[config.mk]
export PLATFORM = sky130hd
export DESIGN_NAME = grv4_ctrl
export DESIGN_NICKNAME = d
export VERILOG_FILES = /design/src/rtl/grv4_pkg.sv /design/src/rtl/grv4_ctrl.sv
export SDC_FILE = /design/constraint.sdc
export NUM_CORES = 1
export LEC_CHECK = 0
export ABC_AREA = 1
export ABC_CLOCK_PERIOD_IN_PS = 1750
export BUFFER_PORTS_ARGS = -buffer_cell sky130_fd_sc_hd__clkbuf_2
export CELL_PAD_IN_SITES_DETAIL_PLACEMENT = 1
export CELL_PAD_IN_SITES_GLOBAL_PLACEMENT = 1
export CORE_MARGIN = 2
export CORE_UTILIZATION = 30
export CTS_BUF_LIST = sky130_fd_sc_hd__clkbuf_4 sky130_fd_sc_hd__clkbuf_8 sky130_fd_sc_hd__clkbuf_16
export DETAILED_ROUTE_END_ITERATION = 12
export PLACE_DENSITY = 0.78
export SLEW_MARGIN = 20
export SYNTH_ARGS = -nofsm -noshare
export SYNTH_HDL_FRONTEND = slang
export SYNTH_SLANG_ARGS = --single-unit
export TNS_END_PERCENT = 50
[constraint.sdc]
create_clock -name clk -period 1.75 [get_ports clk]
set_input_delay 0.2625 -clock clk [delete_from_list [all_inputs] [get_ports clk]]
set_output_delay 0.2625 -clock clk [all_outputs]
set_load 0.03 [all_outputs]
[src/rtl/grv4_pkg.sv]
// shared types and constants for the gated running variance block
package grv4_pkg;

  localparam int CHANNELS = 4;
  localparam int CH_W = (CHANNELS > 1) ? $clog2(CHANNELS) : 1;
  localparam int COUNT_BITS_DEF = 16;

  localparam int TIME_W = 32;
  localparam int POS_W = 24;
  localparam int HEAD_W = 19;
  localparam int CNT_OUT_W = 16;
  localparam int VAR_W = 46;
  localparam int VAR_HEAD_W = 36;
  localparam int SUM_BITS = 40;
  localparam int SQ_BITS = 62;
  localparam int DIV_STEPS = 2;

  localparam int CFG_W = 16;
  localparam int CFG_ADDR_W = 8;
  localparam logic [CFG_ADDR_W-1:0] REG_MIN_INTERVAL = 8'd0;
  localparam logic [CFG_ADDR_W-1:0] REG_TARGET_SAMPLES = 8'd1;
  localparam logic [CFG_W-1:0] MIN_INTERVAL_RST = 16'd100;
  localparam logic [CFG_W-1:0] TARGET_SAMPLES_RST = 16'd10000;

  // stream layouts
  localparam int IN_DATA_W = 128;
  localparam int OUT_DATA_W = 192;
  localparam int OUT_USER_W = 2;
  localparam int IN_X_LO = 32;
  localparam int IN_Y_LO = 56;
  localparam int IN_Z_LO = 80;
  localparam int IN_H_LO = 104;

  // per-channel saturation limits of the variance fields
  localparam logic [63:0] OUT_LIM [CHANNELS] = '{
    64'h0000_3FFF_FFFF_FFFF, 64'h0000_3FFF_FFFF_FFFF,
    64'h0000_3FFF_FFFF_FFFF, 64'h0000_000F_FFFF_FFFF
  };

  typedef struct packed {
    logic            load_in;
    logic            acc;
    logic            bump;
    logic            check;
    logic            div_start;
    logic            mul;
    logic            fin;
    logic            out_load;
    logic [CH_W-1:0] ch;
  } cmd_t;

  typedef struct packed {
    logic ready_now;
    logic n_zero;
    logic div_busy;
    logic out_free;
  } sts_t;

endpackage

[src/rtl/grv4_ctrl.sv]
// controller: sequences accumulation, per-channel division and result hand-off
module grv4_ctrl (
  input  logic           clk,
  input  logic           rst,
  input  logic           in_valid,
  output logic           in_ready,
  input  grv4_pkg::sts_t sts,
  output grv4_pkg::cmd_t cmd
);

  localparam logic [2:0] ST_IDLE = 3'd0;
  localparam logic [2:0] ST_ACC  = 3'd1;
  localparam logic [2:0] ST_CHK  = 3'd2;
  localparam logic [2:0] ST_LOAD = 3'd3;
  localparam logic [2:0] ST_DIV  = 3'd4;
  localparam logic [2:0] ST_MUL  = 3'd5;
  localparam logic [2:0] ST_FIN  = 3'd6;
  localparam logic [2:0] ST_DONE = 3'd7;

  localparam logic [grv4_pkg::CH_W-1:0] CH_LAST = grv4_pkg::CH_W'(grv4_pkg::CHANNELS - 1);

  logic [2:0]                state, state_next;
  logic [grv4_pkg::CH_W-1:0] ch, ch_next;
  logic                      ch_last;

  assign ch_last = (ch == CH_LAST);

  always_comb begin
    state_next = state;
    ch_next = ch;
    in_ready = 1'b0;
    cmd = '0;
    cmd.ch = ch;
    unique case (state)
      ST_IDLE: begin
        in_ready = 1'b1;
        if (in_valid) begin
          cmd.load_in = 1'b1;
          ch_next = '0;
          state_next = ST_ACC;
        end
      end
      ST_ACC: begin
        cmd.acc = 1'b1;
        if (ch_last) begin
          cmd.bump = 1'b1;
          ch_next = '0;
          state_next = ST_CHK;
        end else begin
          ch_next = ch + grv4_pkg::CH_W'(1);
        end
      end
      ST_CHK: begin
        cmd.check = 1'b1;
        // not ready or empty count: variances stay zero
        if (sts.ready_now && !sts.n_zero) begin
          state_next = ST_LOAD;
        end else begin
          state_next = ST_DONE;
        end
      end
      ST_LOAD: begin
        cmd.div_start = 1'b1;
        state_next = ST_DIV;
      end
      ST_DIV: begin
        if (!sts.div_busy) begin
          state_next = ST_MUL;
        end
      end
      ST_MUL: begin
        cmd.mul = 1'b1;
        state_next = ST_FIN;
      end
      ST_FIN: begin
        cmd.fin = 1'b1;
        if (ch_last) begin
          ch_next = '0;
          state_next = ST_DONE;
        end else begin
          ch_next = ch + grv4_pkg::CH_W'(1);
          state_next = ST_LOAD;
        end
      end
      ST_DONE: begin
        if (sts.out_free) begin
          cmd.out_load = 1'b1;
          state_next = ST_IDLE;
        end
      end
    endcase
  end

  always_ff @(posedge clk) begin
    if (rst) begin
      state <= ST_IDLE;
      ch <= '0;
    end else begin
      state <= state_next;
      ch <= ch_next;
    end
  end

endmodule

==> summary.md, run 1 <==
| Metric | Value |
|---|---|
| Fin Clk Skew | `0.001627 ns` |
| Tot Pwr | `1100 uW` |
| Yosys cell types | `19` |
| Internal | `503.6 uW` |
| Setup Viol. Count Final | `0` |
| Crit. Startpoint | `state[0]` |
| RSZ-0062 raised after global routing | `no` |
| Reg clk slew, reported paths | `0.04 ns` |
| VDD IR-drop max | `0.6405 mV` |
| Total Wirelength | `1281 um` |
| Drt via density | `4.496` |
| Mapped cell area | `496.7 sq um` |
| Layout cell share with drive strength beyond 1 | `39.39%` |
| Clock Path Buffers | `2` |
| First-pass GRT wire length | `2332 um` |
| Worst EP required | `1.49 ns` |
| Worst Tran Pin Value | `0.1937 ns` |
| Antenna Nets Post-Route | `0` |
| NumNets Final | `112` |
| Pre-CTS setup slack | `0.3287 ns` |
| P_leak | `0.0003610 uW` |
| Crit end category | `primary output` |
| Fin util | `41.38%` |
| Worst reg-to-reg setup slack | `0.41 ns` |
| Site Rows | `14` |
| Yosys reg bits | `5` |
| Via count of the first global-routing pass | `564` |
| TritonCTS clock tree | `built` |
| DR pass1 iterations | `1` |
| Final WS setup | `0.1319 ns` |
| CTS H-Tree Depth | `1` |
| Drt wl/cell | `11.14 um` |
| Period utilization | `92.46%` |
| Post-synth top flop | `dfxtp_1` |
| Total track usage | `15.77%` |
| DIE HEIGHT | `44.69 um` |
| Die ar. | `1997 sq um` |
| Clk pwr share | `13.1%` |
| Post-Route Setup TNS | `0 ns` |
| I/O Buffers | `17` |
| Final Slew Violations | `0` |
| Number of synthesized flops with an enable pin | `0` |
| GP Congestion | `0.7675` |
| Vias | `517` |
| # clock sinks | `5` |
| Worst-Skew Late Latency | `0.23 ns` |
| R2r startpoint | `state[1]` |
| R2R depth | `8` |
| Post-synthesis async set-or-reset flop share | `0%` |
| Final hold violation count | `0` |
| Switching Share | `54.22%` |
| Root buf cell | `clkbuf_4` |
| Core Area | `1524 sq um` |
| Critical path launch point type | `register` |
| Crit path DAT | `1.36 ns` |
| Ant. Diodes | `0` |
| Cell Pwr Density | `1744 nW/um^2` |
| Max cap viols | `0` |
| DRC viols | `0` |
| Max Freq | `0.6180 GHz` |
| Worst hold slack | `0.2102 ns` |
| Fin crit period | `1.618 ns` |
| GRT Residual Overflow | `0` |
| Kind of critical path | `reg -> out` |
| Initial core utilization | `32.59%` |
| Antenna violations before repair | `0` |
| Mapped Avg Cell Area | `6.368 sq um` |
| I/O pin count | `18` |
| Mapped Cells | `78` |
| Switching pwr | `596.4 uW` |
| Die Width | `44.69 um` |
| Synth Warn # | `0` |
| Rel. slew slack | `87.09%` |
| Largest net degree at the start of global routing | `11` |
| Seq/Total Area, Yosys | `20.15%` |
| CTS Buf Count | `3` |
| R2R Path End | `state[0]` |
| Worst hold path class | `in -> reg` |
| Net count after synthesis | `90` |
| Initial DRC count | `0` |
| Comb pwr share | `70.0%` |
| Sequential Power Share | `16.9%` |
| Hpwl dp | `1169 um` |
| Outcome | `finished, final reports clean` |
| Worst setup path end | `cmd[9]` |
| Hold Path Cell Cnt | `2` |
| Area Overhead vs Synth | `26.95%` |
| Critical path fanouts, max | `4` |
layout make-up:
| cell class | instances | area (sq um) |
|---|---|---|
| flip-flops and latches | 5 | 100.1 |
| multi-input cells | 53 | 316.6 |
| clock buffers | 4 | 30.03 |
| well taps | 16 | 20.02 |
| repair buffers | 18 | 92.59 |
| inverters | 19 | 71.32 |
| fillers | 215 | 893.4 |
cells by family (layout without fill, tap and decap cells):
logic type	Yosys count	in the layout	share of synthesized area [%]
adders and majority gates	5	5	12.59
DFF	5	5	20.15
buffers and inverters	20	41	16.62
AOI/OAI and AO/OA	5	5	6.549
and+or+nand+nor	43	43	44.08
power by group through the flow:
stage                     Clock (uW)  Combinational, uW  Sequential, uW
after floorplan                    0                583             201
final                            144                770             186
after global placement             0                751             182
after detailed placement           0                774             190
after global routing             155                869             193
after CTS                        152                777             188
how the worst min path moves through the flow:
stage	endpoint	from
after global routing	ch[1]	rst
after floorplan	ch[1]	rst
final	ch[1]	rst
after CTS	ch[1]	rst
after detailed placement	ch[1]	rst
after global placement	ch[1]	rst
stage by stage:
step	area (sq um)	cells
3_3_place_gp	598.1	111
6_report	630.6	115
5_1_grt	630.6	115
3_5_place_dp	598.1	111
4_1_cts	628.1	115
2_1_floorplan	496.7	78
routing by layer:
layer	global-route usage (%)	vias to the layer above	wire length [um]
li1	-	275	-
met1	17.07	231	534
met2	29.57	11	697
met3	2.000	0	49
met4	7.879	0	0
met5	0	-	0
flip-flops by register name (all words and copies together), names as in the netlist:
register  flops
state         3
ch            2
worst max-delay path: stages, from the launching register on:
cell and delay, ns:
dfxtp_1 0.32, inv_1 0.10, ha_2 0.24, inv_2 0.05, nor3_1 0.16, clkbuf_2 0.23
cell usage in the layout (no fill, tap or decap), drive strengths merged:
master,synthesis,layout
a21oi,3,3
buf,1,1
clkbuf,0,21
clkinv,1,1
dfxtp,5,5
ha,5,5
inv,18,18
nand2,20,20
nand3,7,7
nor2,13,13
nor3,3,3
o21ai,2,2
timing repair:
action | CTS | global route
setup buffers | 0 | 0
hold buffers | 0 | 0
resized for setup | 0 | 1
endpoints found under the setup margin | 0 | 1
synthesized netlist by cell type, types with 2 or more instances:
library cell  instances  area (sq um)
inv_1                16         60.06
nand2_1              15         56.30
nor2_1               10         37.54
dfxtp_1               5         100.1
ha_1                  5         62.56
nand2_2               5         31.28
nand3_1               4         20.02
nand3_2               3         30.03
a21oi_1               2         10.01
inv_2                 2         7.510
nor2_2                2         12.51
nor3_1                2         10.01
No activity file was read; power rests on OpenSTA's default activity.
==> run 2: changes to the inputs <==
==> constraint.sdc (replaced) <==
create_clock -name clk -period 1.75 [get_ports clk]
set_input_delay 0.175 -clock clk [delete_from_list [all_inputs] [get_ports clk]]
set_output_delay 0.175 -clock clk [all_outputs]
set_load 0.03 [all_outputs]
==> run 2 against run 1 <==
Net effect:
- combinational power decreased by 5.5%
- largest cell class unchanged
- largest power group unchanged
- maximum frequency increased by 0.97%
- critical endpoint unchanged
- sequential power increased by 12%
- die area unchanged
- clock skew about the same
- non-clock buffer count decreased by 1
- hold slack got worse by 0.074 ns
- power decreased by 1.1%
==> summary.md, run 2 (synthesis gave the netlist of run 1 again) <==
| Metric | Value |
|---|---|
| Outcome | `finished, final reports clean` |
| Switching pwr | `596.3 uW (about the same)` |
| CP bufs+invs | `3 (unchanged)` |
| DRC viols | `0 (unchanged)` |
| Most flop-heavy register | `state` |
| Worst Tran Pin Value | `0.2402 ns (+0.04651 ns)` |
| RSZ-0062 raised after global routing | `no` |
| CTS H-Tree Depth | `1 (unchanged)` |
| Hpwl dp | `1089 um (-6.8%)` |
| Fin Clk Skew | `0.002102 ns (+0.0004754 ns)` |
| I/O pin count | `18 (unchanged)` |
| Critical path fanouts, max | `4 (unchanged)` |
| Tot Pwr | `1088 uW (-1.1%)` |
| Site Rows | `14 (unchanged)` |
| Initial DRC count | `5 (+5)` |
| Cell Pwr Density | `1749 nW/um^2 (+0.27%)` |
| Pre-CTS setup slack | `0.3106 ns (-0.01813 ns)` |
| Worst hold slack | `0.1367 ns (-0.07355 ns)` |
| Worst EP required | `1.57 ns (+0.08 ns)` |
| P_leak | `0.0003572 uW (-1.0%)` |
| Internal | `491.3 uW (-2.4%)` |
| Worst-Skew Late Latency | `0.24 ns (about the same)` |
| R2R depth | `8 (unchanged)` |
| GRT Residual Overflow | `0 (unchanged)` |
| Core Area | `1524 sq um (unchanged)` |
| Max reg flops | `3 (unchanged)` |
| Die ar. | `1997 sq um (unchanged)` |
| Setup Viol. Count Final | `0 (unchanged)` |
| Slowest cell on crit path | `dfxtp_1` |
| CTS Buf Count | `3 (unchanged)` |
| VDD IR-drop max | `0.5511 mV (-14%)` |
| Worst reg-to-reg setup slack | `0.38 ns (-0.03 ns)` |
| Stages on worst setup path | `5 (unchanged)` |
| Drt wl/cell | `10.75 um (-3.5%)` |
| TritonCTS clock tree | `built` |
| Max Freq | `0.6240 GHz (+0.97%)` |
| Most frequent cells in the layout | `clkbuf_2 (17), inv_1 (16), nand2_1 (15)` |
| Critical Path Max Stage Delay | `0.32 ns (about the same)` |
| Reg clk slew, reported paths | `0.05 ns (about the same)` |
| Final hold violation count | `0 (unchanged)` |
| Final Slew Violations | `0 (unchanged)` |
| Via count of the first global-routing pass | `514 (-8.9%)` |
| Fin crit period | `1.602 ns (-0.01562 ns)` |
| Antenna Nets Post-Route | `0 (unchanged)` |
| First-pass GRT wire length | `2097 um (-10%)` |
| Initial core utilization | `32.59% (unchanged)` |
| Kind of critical path | `reg -> out` |
| Commonest non-fill, non-tap cell in the layout | `clkbuf_2` |
| DP Cell Count | `110 (-0.90%)` |
| Cell Count, Final, Fillers Out | `114 (-0.87%)` |
| Critical path launch point type | `register` |
| Drt via density | `4.491 (about the same)` |
| Rel. slew slack | `83.99% (-3.1 points)` |
| Critical-path cell list | `inv_1 -> ha_1 -> inv_2 -> nor3_1 -> clkbuf_2` |
| CTS Hold Bufs | `0 (unchanged)` |
| # clock sinks | `5 (unchanged)` |
| GP Congestion | `0.7780 (+1.4%)` |
| Period utilization | `91.57% (-0.89 points)` |
| Area Overhead vs Synth | `25.19%` |
| Clk pwr share | `13.9% (+0.8 points)` |
| Final WS setup | `0.1475 ns (+0.01562 ns)` |
| Post-Route Setup TNS | `0 ns (unchanged)` |
| DIE HEIGHT | `44.69 um (unchanged)` |
| R2R Path End | `state[0]` |
| I/O Buffers | `17 (unchanged)` |
| Worst setup path end | `cmd[9]` |
| Comb pwr share | `67.0% (-3.0 points)` |
| Crit. Startpoint | `state[0]` |
| Layout cell share with drive strength beyond 1 | `38.78% (-0.62 points)` |
| Vias | `512 (-0.97%)` |
| Largest delay share family, worst path | `buffers and inverters` |
| Total track usage | `14.23% (-1.5 points)` |
| Post-CTS Setup Bufs | `0 (unchanged)` |
| Crit path DAT | `1.43 ns (+0.07 ns)` |
| Root buf cell | `clkbuf_4` |
| Switching Share | `54.83% (+0.61 points)` |
| Ant. Diodes | `0 (unchanged)` |
| Sequential Power Share | `19.1% (+2.2 points)` |
| Total Wirelength | `1225 um (-4.4%)` |
| Antenna violations before repair | `0 (unchanged)` |
| Max cap viols | `0 (unchanged)` |
| Largest net degree at the start of global routing | `12 (+1)` |
| Top Registers | `state (3), ch (2)` |
| NumNets Final | `111 (-0.89%)` |
| Clock Path Buffers | `2 (unchanged)` |
| Die Width | `44.69 um (unchanged)` |
| Worst hold path class | `in -> reg` |
| Crit end category | `primary output` |
| DR pass1 iterations | `3 (+2)` |
| R2r startpoint | `state[0]` |
## run 2: cell types whose count changed in the layout (fill, tap and decap cells not counted), sizes merged
| cell | previous run | this run |
|---|---|---|
| buf | 1 | 0 |
## run 2: worst min path at each step
stage	start	end	depth (start not counted)
2_1_floorplan	rst	ch[1]	1
5_1_grt	rst	ch[1]	2
3_5_place_dp	rst	ch[1]	2
4_1_cts	rst	ch[1]	2
3_3_place_gp	rst	ch[1]	2
6_report	rst	ch[1]	2
## run 2: repair_timing
item,in CTS,in global routing
hold endpoints to repair,0,0
resized for setup,0,1
endpoints found under the setup margin,0,1
## run 2: power groups by stage
stage	clock, uW	sequential, uW	combinational (uW)
5_1_grt	165	218	813
3_3_place_gp	0	207	720
6_report	151	208	728
3_5_place_dp	0	210	737
2_1_floorplan	0	201	583
4_1_cts	158	208	739
## run 2: per-stage QoR
stage	util (%)	cell area, sq um
finish	40.80	621.8
floorplan	-	496.7
detailed placement	38.75	590.6
global route	40.80	621.8
CTS	40.72	620.6
global placement	38.75	590.6
## run 2: layer usage
metal	share of wire, %	track usage [%]	wire [um]	vias up
met4	1.2	5.455	15	0
li1	-	-	-	275
met5	0	0	0	-
met2	48	25.22	590	11
met1	47	17.69	572	224
met3	3.8	1.200	47	2
## run 2: cell type report
cell class	count	area, sq um
Fill cell	216	902.1
Multi-Input combinational cell	53	314.1
Sequential cell	5	101.3
Timing Repair Buffer	17	85.08
Inverter	19	71.32
Clock buffer	4	30.03
Tap cell	16	20.02
==> run 3: changes to the inputs <==
--- a/config.mk
+++ b/config.mk
@@ -7,14 +7,15 @@
 export LEC_CHECK = 0
 export ABC_AREA = 1
 export ABC_CLOCK_PERIOD_IN_PS = 1750
-export BUFFER_PORTS_ARGS = -buffer_cell sky130_fd_sc_hd__clkbuf_2
 export CELL_PAD_IN_SITES_DETAIL_PLACEMENT = 1
 export CELL_PAD_IN_SITES_GLOBAL_PLACEMENT = 1
 export CORE_MARGIN = 2
 export CORE_UTILIZATION = 30
 export CTS_BUF_LIST = sky130_fd_sc_hd__clkbuf_4 sky130_fd_sc_hd__clkbuf_8 sky130_fd_sc_hd__clkbuf_16
 export DETAILED_ROUTE_END_ITERATION = 12
-export PLACE_DENSITY = 0.78
+export DONT_BUFFER_PORTS = 1
+export MAX_ROUTING_LAYER = met4
+export PLACE_DENSITY = 0.64
 export SLEW_MARGIN = 20
 export SYNTH_ARGS = -nofsm -noshare
 export SYNTH_HDL_FRONTEND = slang
==> run 3 against run 2 <==
Net effect:
- global-route usage rose by 1.5 points
- die area is the same
- non-clock buffer count is 5 lower
- hold slack worse by 0.019 ns
- worst setup slack gained 0.071 ns
- clock-buffer cell count unchanged
- wire length is 1.7% higher
- critical endpoint unchanged
==> summary.md, run 3 (synthesis gave the netlist of run 1 again) <==
| Metric | Value |
|---|---|
| Most flop-heavy register | `state` |
| Max cap viols | `0 (unchanged)` |
| Initial core utilization | `32.59% (unchanged)` |
| Ant. Diodes | `0 (unchanged)` |
| Hold Path Cell Cnt | `3 (+1)` |
| CTS Hold Bufs | `1 (+1)` |
| Final Slew Violations | `0 (unchanged)` |
| GP Congestion | `0.8632 (+11%)` |
| Area Overhead vs Synth | `26.45%` |
| Max reg flops | `3 (unchanged)` |
| Hold Startpoint | `rst` |
| Max Freq | `0.6530 GHz (+4.6%)` |
| Outcome | `finished, final reports clean` |
| Sequential Power Share | `16.9% (-2.2 points)` |
| Switching pwr | `597.0 uW (+0.11%)` |
| Period utilization | `87.51% (-4.1 points)` |
| Total Wirelength | `1246 um (+1.7%)` |
| Top Registers | `state (3), ch (2)` |
| Fin crit period | `1.531 ns (-0.07108 ns)` |
| Filler instances | `220 (+1.9%)` |
| Commonest non-fill, non-tap cell in the layout | `inv_1` |
| Worst hold path class | `in -> reg` |
| Clock Path Buffers | `2 (unchanged)` |
| Critical path fanouts, max | `4 (unchanged)` |
| Reg clk slew, reported paths | `0.04 ns (about the same)` |
| P_leak | `0.0003444 uW (-3.6%)` |
| Drt via density | `4.587 (+2.1%)` |
| CTS H-Tree Depth | `1 (unchanged)` |
| First-pass GRT wire length | `2221 um (+5.9%)` |
| Die ar. | `1997 sq um (unchanged)` |
| Largest net degree at the start of global routing | `7 (-5)` |
| Most frequent cells in the layout | `inv_1 (16), nand2_1 (15), buf_4 (11)` |
| Root buf cell | `clkbuf_4` |
| Clk pwr share | `13.4% (-0.5 points)` |
| DR pass1 iterations | `2 (-1)` |
| Total track usage | `15.74% (+1.5 points)` |
| R2R depth | `8 (unchanged)` |
| DIE HEIGHT | `44.69 um (unchanged)` |
| Worst-Skew Late Latency | `0.24 ns (about the same)` |
| R2r startpoint | `state[0]` |
| I/O Buffers | `0 (-17)` |
| Switching Share | `53.01% (-1.8 points)` |
| Hpwl dp | `1081 um (-0.77%)` |
| Comb pwr share | `69.7% (+2.7 points)` |
| TritonCTS clock tree | `built` |
| Crit path DAT | `1.36 ns (-0.07 ns)` |
| Post-CTS Setup Bufs | `0 (unchanged)` |
| Tot Pwr | `1126 uW (+3.5%)` |
| NumNets Final | `106 (-4.5%)` |
| R2R Path End | `state[0]` |
| Worst Tran Pin Value | `0.2570 ns (+0.01680 ns)` |
| RSZ-0062 raised after global routing | `no` |
| Setup Viol. Count Final | `0 (unchanged)` |
| DRC viols | `0 (unchanged)` |
| I/O pin count | `18 (unchanged)` |
| Post-CTS sizing | `0 (unchanged)` |
| Worst EP required | `1.57 ns (about the same)` |
| Worst reg-to-reg setup slack | `0.43 ns (+0.05 ns)` |
| Site Rows | `14 (unchanged)` |
| # clock sinks | `5 (unchanged)` |
| Vias | `500 (-2.3%)` |
| Initial DRC count | `5 (unchanged)` |
| Die Width | `44.69 um (unchanged)` |
| Post-Route Setup TNS | `0 ns (unchanged)` |
| Antenna Nets Post-Route | `0 (unchanged)` |
| Cell Pwr Density | `1793 nW/um^2 (+2.5%)` |
| VDD IR-drop max | `0.6070 mV (+10%)` |
| Final hold violation count | `0 (unchanged)` |
| Via count of the first global-routing pass | `507 (-1.4%)` |
| Kind of critical path | `reg -> out` |
| Crit end category | `primary output` |
| Fin Clk Skew | `0.003519 ns (+0.001417 ns)` |
| Internal | `529.1 uW (+7.7%)` |
| Critical path launch point type | `register` |
| Rel. slew slack | `82.85% (-1.1 points)` |
| Core Area | `1524 sq um (unchanged)` |
| Drt wl/cell | `11.43 um (+6.4%)` |
| Fin util | `41.22% (+0.41 points)` |
| GRT Residual Overflow | `0 (unchanged)` |
| Layout cell share with drive strength beyond 1 | `33.33% (-5.4 points)` |
| Worst Hold Path EP | `state[1]` |
| Antenna violations before repair | `0 (unchanged)` |
| CTS Buf Count | `3 (unchanged)` |
==> run 3: changes by cell type in the layout (fill, tap and decap cells not counted) <==
cell           before  now
dfxtp_2             1    0
dlygate4sd3_1       0    1
dfxtp_1             4    5
clkbuf_2           17    0
buf_4               0   11
==> run 3: how the worst max path moves through the flow <==
stage / startpoint / endpoint / slack (ns) / cells past startpoint
6_report: state[0] / cmd[9] / 0.22 / 5
5_1_grt: state[0] / cmd[9] / 0.11 / 5
4_1_cts: state[0] / cmd[9] / 0.21 / 5
3_5_place_dp: state[1] / state[0] / 0.41 / 8
3_3_place_gp: state[1] / ch[0] / 0.45 / 8
2_1_floorplan: state[0] / cmd[9] / 0.20 / 4
==> run 3: power groups by stage <==
stage / clock [uW] / combinational, uW / sequential, uW
final: 151 / 785 / 191
after global routing: 161 / 879 / 201
after CTS: 156 / 795 / 192
after detailed placement: 0 / 791 / 194
after global placement: 0 / 782 / 192
after floorplan: 0 / 583 / 201
==> run 3: worst max-delay path: stages, from the launching register on <==
cell	delay, ns
dfxtp_1	0.32
inv_1	0.10
ha_1	0.26
inv_2	0.07
nor3_1	0.18
buf_4	0.19
==> run 3: layout make-up <==
cell class / count / area [sq um] / area share [%]
multi-input cells: 53 / 314.1 / 50.00
flip-flops and latches: 5 / 100.1 / 15.94
repair buffers: 12 / 92.59 / 14.74
inverters: 19 / 71.32 / 11.35
clock buffers: 4 / 30.03 / 4.781
well taps: 16 / 20.02 / 3.187
==> run 3: metrics by stage <==
step,area (sq um),instances,hold WS [ns],setup slack [ns]
after detailed placement,588.1,104,0.2396,0.4142
after global placement,588.1,104,0.2386,0.4497
after global routing,628.1,109,0.1274,0.1068
final,628.1,109,0.1173,0.2186
after floorplan,496.7,78,0.2374,0.2032
after CTS,628.1,109,0.1156,0.2125
==> run 3: metal layers <==
layer	share of wire (%)	routed length, um	up-vias	track usage, %
li1	-	-	265	-
met5	0	0	-	-
met2	45	563	13	23.77
met4	1.6	20	0	9.091
met3	3.6	45	2	1.200
met1	50	617	220	20.54
